## src/rtl/core/bezier_curve_evaluator_core_macros.svh

```systemverilog
// Assertion macros for the Bezier curve evaluator core.
// Included by files that carry concurrent checks; no other dependencies.
`ifndef BEZIER_CURVE_EVALUATOR_CORE_MACROS_SVH
`define BEZIER_CURVE_EVALUATOR_CORE_MACROS_SVH
`ifndef SYNTH
// Same-cycle implication, disabled during reset
`define BCE_ASSERT_IMP(lbl, ck, rs, ante, cons, msg) \
  lbl: assert property (@(posedge ck) disable iff (rs) (ante) |-> (cons)) else $error(msg);
// Next-cycle implication, disabled during reset
`define BCE_ASSERT_NXT(lbl, ck, rs, ante, cons, msg) \
  lbl: assert property (@(posedge ck) disable iff (rs) (ante) |=> (cons)) else $error(msg);
`else
`define BCE_ASSERT_IMP(lbl, ck, rs, ante, cons, msg)
`define BCE_ASSERT_NXT(lbl, ck, rs, ante, cons, msg)
`endif
`endif

```

## src/rtl/core/bce_ram.sv

```systemverilog
// Generic single-write, single-read RAM with registered read data.
// No dependencies.
`timescale 1ns / 1ps
module bce_ram #(
  parameter int WIDTH = 64,
  parameter int DEPTH = 8
) (
  input  logic                     clk,
  input  logic                     we,
  input  logic [$clog2(DEPTH)-1:0] waddr,
  input  logic [WIDTH-1:0]         wdata,
  input  logic [$clog2(DEPTH)-1:0] raddr,
  output logic [WIDTH-1:0]         rdata
);
  logic [WIDTH-1:0] mem [DEPTH];

  // write port and registered read port
  always_ff @(posedge clk) begin
    if (we) begin
      mem[waddr] <= wdata;
    end
    rdata <= mem[raddr];
  end
endmodule

```

## config.mk

```make
export PLATFORM = sky130hd
export DESIGN_NAME = bce_ram
export DESIGN_NICKNAME = d
export VERILOG_FILES = /design/src/rtl/core/bezier_curve_evaluator_core_macros.svh /design/src/rtl/core/bce_ram.sv
export SDC_FILE = /design/constraint.sdc
export NUM_CORES = 1
export LEC_CHECK = 0
export BUFFER_PORTS_ARGS = -buffer_cell sky130_fd_sc_hd__buf_4
export CORE_MARGIN = 2
export CORE_UTILIZATION = 50
export DETAILED_ROUTE_END_ITERATION = 10
export GPL_ROUTABILITY_DRIVEN = 0
export PLACE_DENSITY = 0.81
export REMOVE_ABC_BUFFERS = 1
export SLEW_MARGIN = 20
export SYNTH_ARGS = -nofsm -noshare
export SYNTH_HDL_FRONTEND = slang
export SYNTH_SLANG_ARGS = --single-unit
```

## constraint.sdc

```tcl
create_clock -name clk -period 6.01 [get_ports clk]
set_input_delay 0.9015 -clock clk [delete_from_list [all_inputs] [get_ports clk]]
set_output_delay 0.9015 -clock clk [all_outputs]
set_load 0.05 [all_outputs]
```

Word level (Yosys, flattened, before mapping)
Memories as Yosys holds them, arrays and structs flattened. A register that Yosys moved wholly into a read port is not among the register bits.
Cells that the tools add are included.

storage, ports and cells
  register bits = 0
  bits in writable memories = 512
  input port bits = 72
  output and inout bits = 64
  word-level logic and storage cells = 3
  memories kept = 1

memory list
  name  words  width  read ports  clocked after Yosys merged registers in  write ports  line           text
  mem   8      64     1           1                                        1            bce_ram.sv:15  logic [WIDTH-1:0] mem [DEPTH];

cells by class
  mux-type cells = 2

operator list
  kind               number
  1-bit two-way mux  2

Logic depth before layout (Yosys ltp)
  depth in word-level cells = 2
  gate-level depth with buffers = 4
  gate-level depth less buffers = 2

Worst setup path after synthesis
OpenSTA, ideal clock, no wires.

  path type = input port to flip-flop
  start point = in waddr[2]
  end point = mem mem[0][0] (enable)
  library setup time = 0.565 ns
  arrival = 5.432 ns
  required time = 5.445 ns
  path slack = 0.013 ns
  cell stages on the path = 2
  buffers on the path = 0
  cells stage by stage = nand2b_1 nor3_1

RTL lines
  element          line           text
  start, declared  bce_ram.sv:10  input logic [$clog2(DEPTH)-1:0] waddr,
  end, declared    bce_ram.sv:15

Straight into the memory's write port.

==> impl_metrics.json <==
{
  "area_of_the_mapped_netlist_mm2": 0.0205,
  "final_antenna_net_count": 0,
  "drive_gt1_frac": 0.404,
  "worst_path_max_delay_cell": "buf_6",
  "crit_required_ps": 6440,
  "clock_sink_count": 576,
  "initial_cell_density_of_the_core": 0.504,
  "powerDensity_mw_per_mm2": 351,
  "ys_top_cells_by_area": "edfxtp_1, mux4_2, dfxtp_1",
  "yosys.cell_count.top_type": "edfxtp_1",
  "detailedRoute.firstPassIterationCount": 5,
  "synth_sequential_area_ratio": 0.811,
  "wire_length_of_the_first_global_routing_pass_um": 56100,
  "yosys.area.top_type_share": 0.748,
  "slew_headroom": 0.273,
  "synth_cell_types": 13,
  "routed_via_density": 5.56,
  "critical_path.endpoint_type": "register",
  "number_of_drc_violations_after_detailed_routing": 0,
  "yosysWarningCount": 0,
  "cts-root-buf": "clkbuf_16",
  "finalHoldViolCount": 0,
  "netlist_instances": 816,
  "setup.worst_path.class": "in2reg",
  "status": "complete, no violations",
  "period_share": 0.429,
  "maxCapViolations": 0,
  "cell_types_with_the_highest_counts_after_synthesis": "edfxtp_1, mux4_2, dfxtp_1, mux2_2, buf_6",
  "critical-path-max-stage-delay_ps": 710,
  "critical_path.max_fanout": 98,
  "async_flop_share": 0,
  "buffer_ports.inserted": 135,
  "chipWidth_um": 207,
  "dp_cells": 1462,
  "setup_violations": 0,
  "post-dp-hpwl_um": 19400,
  "netlist.top_cell.by_area": "edfxtp_1",
  "total_wirelength_um": 37300,
  "final_global_route_overflow_total": 0,
  "min_path_type": "in2reg",
  "timing.setup.tns_ps": 0,
  "timing.critical_path.from_type": "input pin",
  "cts_resized": 0,
  "drt-initial-drc-count": 712,
  "io_pins": 136,
  "area_of_the_die_mm2": 0.0427,
  "grt_usage": 0.179,
  "p_leak_nw": 7.83,
  "floorplan.rows": 74,
  "die_height_um": 207,
  "post_cts.repair.setup_buffers": 0,
  "clock_path_buffers": 3,
  "vias": 8688,
  "clock_latency_ps": 570,
  "worstPathArrival_ps": 3010,
  "post_route_insts_no_fill": 1562,
  "h-tree-depth": 2,
  "layout_overhead_on_the_synthesized_area_pct": 16.2,
  "postSynthAreaPerCell_um2": 25.2,
  "finClkSkew_ps": 25.2,
  "placed_cell_area_mm2": 0.0222,
  "first_global_vias": 9334,
  "grt_setup_unrepaired": "false",
  "slew_violations": 0,
  "antenna_violations_before_repair": 4,
  "cts-buffers-inserted": 53,
  "final.min_clock_period_ps": 2580,
  "drt-wirelength-per-cell_um": 23.9,
  "max_clock_freq_mhz": 388,
  "tritoncts": "yes",
  "yosys_register_bits": 576,
  "final_net_count": 1059,
  "core_mm2": 0.0407,
  "design_area_mm2": 0.0239,
  "path_cells": "buf_6 > buf_4 > mux4_2 > mux2_2",
  "ctsHoldBuffers": 0,
  "grt_start_max_net_pins": 99,
  "worst-r2r-setup-slack_ps": 4720,
  "clk_pin_slew_ps": 60,
  "synth_enable_flop_cells": 512,
  "vdd_ir_drop_max_uv": 202,
  "synth-main-ff-cell": "edfxtp_1",
  "worstMarginPinSlew_ps": 1090,
  "filler_cell_count": 2820,
  "num_antenna_cells": 0
}
flip-flops by register name, summed over array words and instances (netlist names):
| signal | flops |
|---|---|
| mem | 512 |
| rdata | 64 |
per-stage QoR:
step	hold WS (ps)	util	setup WS (ps)	power (mW)
finish	556	0.586	3430	8.38
global route	528	0.586	3390	8.64
CTS	524	0.585	3470	8.47
detailed placement	670	0.544	2880	5.27
global placement	662	0.544	2920	5.26
floorplan	656	-	13.0	5.00
cell type report:
type | instances | area [um^2] | area share
clock inverters | 20 | 201 | 0.00843
repair buffers | 151 | 1180 | 0.0495
clock buffers | 78 | 1460 | 0.0612
multi-input cells | 205 | 3720 | 0.156
well taps | 532 | 666 | 0.0279
flip-flops and latches | 576 | 16700 | 0.697
routing by layer:
layer | global-route usage | up-vias | share of wire
li1 | - | 3786 | -
met1 | 0.247 | 4599 | 0.42
met2 | 0.291 | 247 | 0.50
met3 | 0.0449 | 48 | 0.070
met4 | 0.0441 | 8 | 0.014
met5 | 0 | - | 0.0015
layout by cell type (no fill, tap or decap):
master     instances
buf_12             3
buf_4            146
buf_6              1
buf_8              1
bufinv_16          4
clkbuf_1          22
clkbuf_16         54
clkbuf_8           2
clkinv_1          11
clkinv_2           3
clkinv_8           1
dfxtp_1           64
edfxtp_1         512
inv_6              1
mux2_2            64
mux4_2           128
nand2_1            2
nand2b_1           3
nor2_4             6
nor3_2             2
critical path, delay by kind of cell:
family | cells | cell delay [ps]
multiplexers | 2 | 680
buffers and inverters | 2 | 1280
logic make-up (layout without fill, tap and decap cells):
kind of cell  count (synthesis)  in the layout  share of synthesized area
flops                       576            576                      0.811
simple gates                 13             13                    0.00286
buf+inv                      35            249                     0.0111
mux                         192            192                      0.175
where the power goes:
group | total, mW | internal [mW] | switching [mW]
logic | 0.607 | 0.243 | 0.365
clock network | 3.20 | 1.85 | 1.34
registers | 4.58 | 4.52 | 0.0520
path summary, 6_finish.rpt:
kind	to	cells after the start	start
min	mem[6][11]	1	wdata[11]
min reg2reg	rdata[31]	2	mem[6][31]
max reg2reg	rdata[21]	2	mem[4][21]
max	rdata[2]	4	raddr[2]
Note: power is estimated with default switching activity, not from simulation.
