## src/rtl/core/bezier_curve_evaluator_core_macros.svh

```systemverilog
// Assertion macros for the Bezier curve evaluator core.
// Included by files that carry concurrent checks; no other dependencies.
`ifndef BEZIER_CURVE_EVALUATOR_CORE_MACROS_SVH
`define BEZIER_CURVE_EVALUATOR_CORE_MACROS_SVH
`ifndef SYNTH
// Same-cycle implication, disabled during reset
`define BCE_ASSERT_IMP(lbl, ck, rs, ante, cons, msg) \
  lbl: assert property (@(posedge ck) disable iff (rs) (ante) |-> (cons)) else $error(msg);
// Next-cycle implication, disabled during reset
`define BCE_ASSERT_NXT(lbl, ck, rs, ante, cons, msg) \
  lbl: assert property (@(posedge ck) disable iff (rs) (ante) |=> (cons)) else $error(msg);
`else
`define BCE_ASSERT_IMP(lbl, ck, rs, ante, cons, msg)
`define BCE_ASSERT_NXT(lbl, ck, rs, ante, cons, msg)
`endif
`endif

```

## src/rtl/core/bce_pkg.sv

```systemverilog
// Shared constants for the Bezier curve evaluator core.
// No dependencies; imported by the core, bce_lerp and the testbench.
`timescale 1ns / 1ps
package bce_pkg;
  localparam int MAX_POINTS_DEF      = 8;
  localparam int COORD_BITS_DEF      = 32;
  localparam int PARAM_FRAC_BITS_DEF = 16;

  localparam int OUT_W    = 48;
  localparam int CNT_W    = 4;
  localparam int IDX_W    = 3;
  localparam int ORD_W    = 2;
  localparam int STATUS_W = 2;
  localparam int KW       = 8;

  localparam logic OP_WRITE = 1'b0;
  localparam logic OP_EVAL  = 1'b1;

  localparam logic [STATUS_W-1:0] ST_OK      = 2'd0;
  localparam logic [STATUS_W-1:0] ST_T_RANGE = 2'd1;
  localparam logic [STATUS_W-1:0] ST_DEGEN   = 2'd2;
  localparam logic [STATUS_W-1:0] ST_BAD_IDX = 2'd3;

  localparam logic [ORD_W-1:0] ORD_POINT = 2'd0;
  localparam logic [ORD_W-1:0] ORD_FIRST = 2'd1;
  localparam logic [ORD_W-1:0] ORD_SECOND = 2'd2;

  localparam logic [CNT_W-1:0] COUNT_RESET = 4'd2;
endpackage

```

## src/rtl/core/bce_lerp.sv

```systemverilog
// Two-stage rounding lerp a + round((b - a) * t) for one coordinate.
// Depends on bce_pkg.
`timescale 1ns / 1ps
module bce_lerp #(
  parameter int WW   = 42,
  parameter int FRAC = 16
) (
  input  logic                 clk,
  input  logic                 rst,
  input  logic                 in_valid,
  input  logic signed [WW-1:0] a,
  input  logic signed [WW-1:0] b,
  input  logic [FRAC:0]        t,
  output logic                 out_valid,
  output logic                 busy,
  output logic signed [WW-1:0] result
);
  import bce_pkg::*;

  localparam int PRW = WW + FRAC + 2;
  localparam logic signed [PRW-1:0] HALF = PRW'(64'd1 << (FRAC - 1));

  logic signed [WW:0]     diff;
  logic signed [PRW-1:0]  prod;
  logic signed [PRW-1:0]  rounded;
  logic signed [WW-1:0]   a_q;
  logic                   v1;

  assign diff    = (WW + 1)'(b) - (WW + 1)'(a);
  assign rounded = (prod + HALF) >>> FRAC;
  assign busy    = v1 | out_valid;

  // multiply stage, then round and add
  always_ff @(posedge clk) begin
    if (rst) begin
      v1        <= 1'b0;
      out_valid <= 1'b0;
    end else begin
      v1        <= in_valid;
      out_valid <= v1;
    end
    prod   <= diff * $signed({1'b0, t});
    a_q    <= a;
    result <= a_q + WW'(rounded);
  end
endmodule

```

## config.mk

```make
export PLATFORM = sky130hd
export DESIGN_NAME = bce_lerp
export DESIGN_NICKNAME = d
export VERILOG_FILES = /design/src/rtl/core/bezier_curve_evaluator_core_macros.svh /design/src/rtl/core/bce_pkg.sv /design/src/rtl/core/bce_lerp.sv
export SDC_FILE = /design/constraint.sdc
export NUM_CORES = 2
export LEC_CHECK = 0
export BUFFER_PORTS_ARGS = -buffer_cell sky130_fd_sc_hd__buf_2
export CAP_MARGIN = 0
export CORE_MARGIN = 2
export CORE_UTILIZATION = 40
export CTS_BUF_LIST = sky130_fd_sc_hd__clkbuf_4 sky130_fd_sc_hd__clkbuf_8
export CTS_CLUSTER_SIZE = 25
export DETAILED_ROUTE_END_ITERATION = 10
export SLEW_MARGIN = 15
export SYNTH_ARGS = -nofsm -noshare
export SYNTH_HDL_FRONTEND = slang
export SYNTH_SLANG_ARGS = --single-unit
```

## constraint.sdc

```tcl
create_clock -name clk -period 8.8 [get_ports clk]
set_clock_uncertainty 0.15 [all_clocks]
set_input_delay 0.44 -clock clk [delete_from_list [all_inputs] [get_ports clk]]
set_output_delay 0.44 -clock clk [all_outputs]
set_load 0.01 [all_outputs]
```

Word level (Yosys, flattened, before mapping)
Index checks and enable logic that the tools add are counted.

Output and inout port bits: 44. Bits in registers: 144. Input bits: 104. Logic and storage cells: 10.

$add $sub $neg: 3. Bitwise operators: 1. $mul: 1.

Operator list (number): $add A58 B17 Y58 const B (1); $mul A43 B18 Y58 (1); $sub A42 B42 Y43 (1); $add A42 B42 Y42 (1); $or A1 B1 Y1 (1).

Longest topological paths before layout
Depth in word-level cells: 2. Depth in mapped cells: 39. Depth with buffers taken out: 37.

Worst setup path before layout
No wires, ideal clock.

Kind: input to register. Start point: in a[12]. End point: reg prod[53]. Library setup time: 0.119 ns. Path slack: 0.099 ns. Stages on the path: 34. Path buffers: 2. Required time: 8.531 ns. Data arrival time: 8.433 ns. Cells stage by stage: inv_1 -> ha_1 -> a21o_1 -> a211o_1 -> nor4_2 -> a21oi_2 -> a21boi_2 -> o31ai_1 -> a211o_1 -> a31oi_1 -> o21ai_1 -> xor2_1 -> buf_2 -> nand2_1 -> fa_1 -> inv_1 -> fa_1 -> fa_1 -> fa_1 -> fa_1 -> inv_1 -> fa_1 -> inv_1 -> ha_1 -> clkbuf_1 -> and4_1 -> and3_1 -> o211ai_1 -> a311o_1 -> or3_1 -> a21boi_1 -> o21a_1 -> nor2_1 -> xnor2_1.

Word-level cells in the longest chain between the ends: 2.

RTL lines: start: declaration (RTL line bce_lerp.sv:11) `input logic signed [WW-1:0] a,`; $sub A42 B42 Y43 (RTL line bce_lerp.sv:29) `assign diff = (WW + 1)'(b) - (WW + 1)'(a);`; $mul A43 B18 Y58 (RTL line bce_lerp.sv:42) `prod <= diff * $signed({1'b0, t});`; end signal: assignment (RTL line bce_lerp.sv:42); end: declaration (RTL line bce_lerp.sv:24) `logic signed [PRW-1:0] prod;`.

Every way passes these cells. A chain may end at the register's enable or synchronous reset.

Final worst setup path
Start point: in a[0]. End point: reg prod[53].

The elaborated chain is that of the path after synthesis.

==> impl_metrics.env <==
export IMPL_slowest_delay_ns=0.56
export IMPL_io_pins=148
export IMPL_cp_required_ns=9.08
export IMPL_vias=25800
export IMPL_cts_root_buf="clkbuf_8"
export IMPL_max_cap_violations=0
export IMPL_grt_remaining_overflow=0
export IMPL_drc_errors=0
export IMPL_fin_crit_sh_pct=98.2
export IMPL_track_usage_pct=23.4
export IMPL_syn_area_sq_mm=0.0322
export IMPL_drt_iter0_drc=1530
export IMPL_coreArea_sq_mm=0.0802
export IMPL_final_common_cell="inv_1"
export IMPL_grt_first_pass_wirelength_mm=149
export IMPL_finalSetupViolations=0
export IMPL_dieWidth_microns=288
export IMPL_path_clk_slew_ns=0.08
export IMPL_drive_gt1_share_pct=17.1
export IMPL_clk_path_buf_depth=2
export IMPL_dr_pass1_iters=5
export IMPL_final_hold_violation_count=0
export IMPL_place_port_buffers=147
export IMPL_worstMarginPinSlew_ns=0.924
export IMPL_initial_core_util_pct=40.2
export IMPL_grt_max_degree=58
export IMPL_syn_nets=4625
export IMPL_crit_arrival_ns=8.92
export IMPL_antenna_found_initial=4
export IMPL_cts_buffers=17
export IMPL_htreeDepth=4
export IMPL_worst_path_most_repeated_cell="fa_1"
export IMPL_cp_end_kind="flip-flop"
export IMPL_syn_to_final_growth_pct=19.4
export IMPL_timing_hold_ws_ns=0.316
export IMPL_synth_edff_count=0
export IMPL_clock_sinks=129
export IMPL_grt_pass1_vias=27100
export IMPL_clkLatencyLatePin_ns=0.54
export IMPL_cpMaxStageDelayCell="fa_1"
export IMPL_path_max_fanout=7
export IMPL_rsz0062_at_grt="true"
export IMPL_slew_viol_final=0
export IMPL_wl_per_cell_microns=18.1
export IMPL_max_slew_margin_pct=38.4
export IMPL_num_rows=104
export IMPL_outcome="finished clean"
export IMPL_ant_nets=0
export IMPL_synth_main_ff_cell="dfxtp_1"
export IMPL_die_h_microns=288
export IMPL_setup_worst_path_start_class="input pin"
export IMPL_ys_seq_elements=129
export IMPL_avgSynthCellArea_sq_um=8.85
export IMPL_place_gp_congestion=0.880
export IMPL_postSynth_asyncResetShare_pct=0
export IMPL_final_cell_mix="inv_1, fa_1, nand2_1"
export IMPL_yosysWarnings=0
export IMPL_postSynthCellCount=3641
export IMPL_clock_fmax_mhz=116
export IMPL_cts_tree="built"
export IMPL_fin_crit_ns=8.64
export IMPL_hold_class="flip-flop to flip-flop"
export IMPL_synth_distinct_cells=81
export IMPL_avgViaCountPerCell=4.96
export IMPL_hpwl_mm=76.1
export IMPL_crit_type="input pin to flip-flop"
export IMPL_finalNetCount=5099
export IMPL_die_area_sq_mm=0.0828
export IMPL_seq_area_frac_synth_pct=8.02
export IMPL_totalWireLength_mm=93.8
sequential cells by signal, indices dropped and copies added (netlist names):
register   flops
a_q           42
out_valid      1
prod          43
result        42
v1             1
per-layer routing:
layer | vias to the layer above | global-route usage [%] | wire length (microns)
met5 | - | 0 | 21
met4 | 4 | 7.44 | 2910
met3 | 142 | 3.25 | 5570
met2 | 737 | 38.5 | 44300
met1 | 12900 | 31.8 | 41000
li1 | 12000 | - | -
worst paths after layout:
check | startpoint | to | slack, ns | cells past startpoint
worst min register to register | v1$_SDFF_PP0_ | out_valid$_SDFF_PP0_ | 0.32 | 1
worst max register to register | prod[17]$_DFF_P_ | result[40]$_DFF_P_ | 3.09 | 18
worst min-delay path | v1$_SDFF_PP0_ | out_valid$_SDFF_PP0_ | 0.32 | 1
worst max-delay path | a[0] | prod[53]$_DFF_P_ | 0.16 | 39
final cells by class:
type | count | area (sq um)
Antenna cell | 2 | 5.00
Clock buffer | 19 | 262
Clock inverter | 12 | 183
Fill cell | 7735 | 41700
Inverter | 820 | 3080
Multi-Input combinational cell | 2535 | 26400
Sequential cell | 129 | 2580
Tap cell | 1060 | 1330
Timing Repair Buffer | 612 | 4600
kinds of logic after synthesis:
group	after synthesis	synth area share, %
adder cells (fa/ha/maj)	880	49.7
buffers and inverters	977	11.5
AND/OR/NAND/NOR	1085	17.2
XOR/XNOR	169	4.62
flip-flops	129	8.02
AO/OA/AOI/OAI	385	8.44
multiplexers	16	0.528
per-stage QoR:
| step | cell area [sq um] | cells | worst slack [ns] | TNS, ns | util [%] |
|---|---|---|---|---|---|
| floorplan | 32200 | 3641 | 0.0987 | 0 | - |
| global placement | 36900 | 5094 | -0.724 | -6.79 | 46.0 |
| detailed placement | 36900 | 5094 | -0.801 | -7.38 | 46.0 |
| CTS | 37800 | 5172 | 0.00468 | 0 | 47.2 |
| global route | 38500 | 5189 | -0.221 | -0.750 | 48.0 |
| finish | 38500 | 5189 | 0.162 | 0 | 48.0 |
worst max-delay path: cells and delay by family:
kind / cells / cell delay, ns
AOI/OAI and AO/OA: 16 / 2.81
xor gates and xnor gates: 2 / 0.29
adders and majority gates: 9 / 3.80
buffers and inverters: 8 / 0.90
and+or+nand+nor: 4 / 0.65
timing repair:
action | 4_1_cts | 5_1_grt
setup buffers | 3 | 13
cloned | 0 | 2
endpoints found under the hold margin | 44 | 0
hold buffers | 44 | 0
endpoints found under the setup margin | 4 | 14
pin swaps | 6 | 80
gates resized for setup | 6 | 99
cell usage after synthesis, types with 9 or more instances:
library cell  instances  area [sq um]
fa_1                666         13300
nand2b_1             45           282
mux2i_1              14           140
inv_1               820          3080
nand3_1              41           205
nand4_1              29           181
xnor2_1             119          1040
a21o_1               71           533
o21a_1               25           188
dfxtp_1             129          2580
and3_1               16           100
xor2_1               49           429
a31oi_1               9          56.3
and2_1              338          2110
nor3_1               28           140
ha_1                214          2680
a21oi_1             104           521
nand2_1             401          1510
o221a_2              10           113
o311ai_1             13           114
o21ai_0              38           190
a211oi_1             13          97.6
clkbuf_1            142           533
nor2_1               83           312
nand3b_1             17           128
nor2b_1              59           369
buf_2                11          55.1
o21bai_1             15           113
o21ai_1              14          70.1
Power is not shown: default switching activity piles up to over one toggle a cycle in this logic, so the estimate is an artifact.
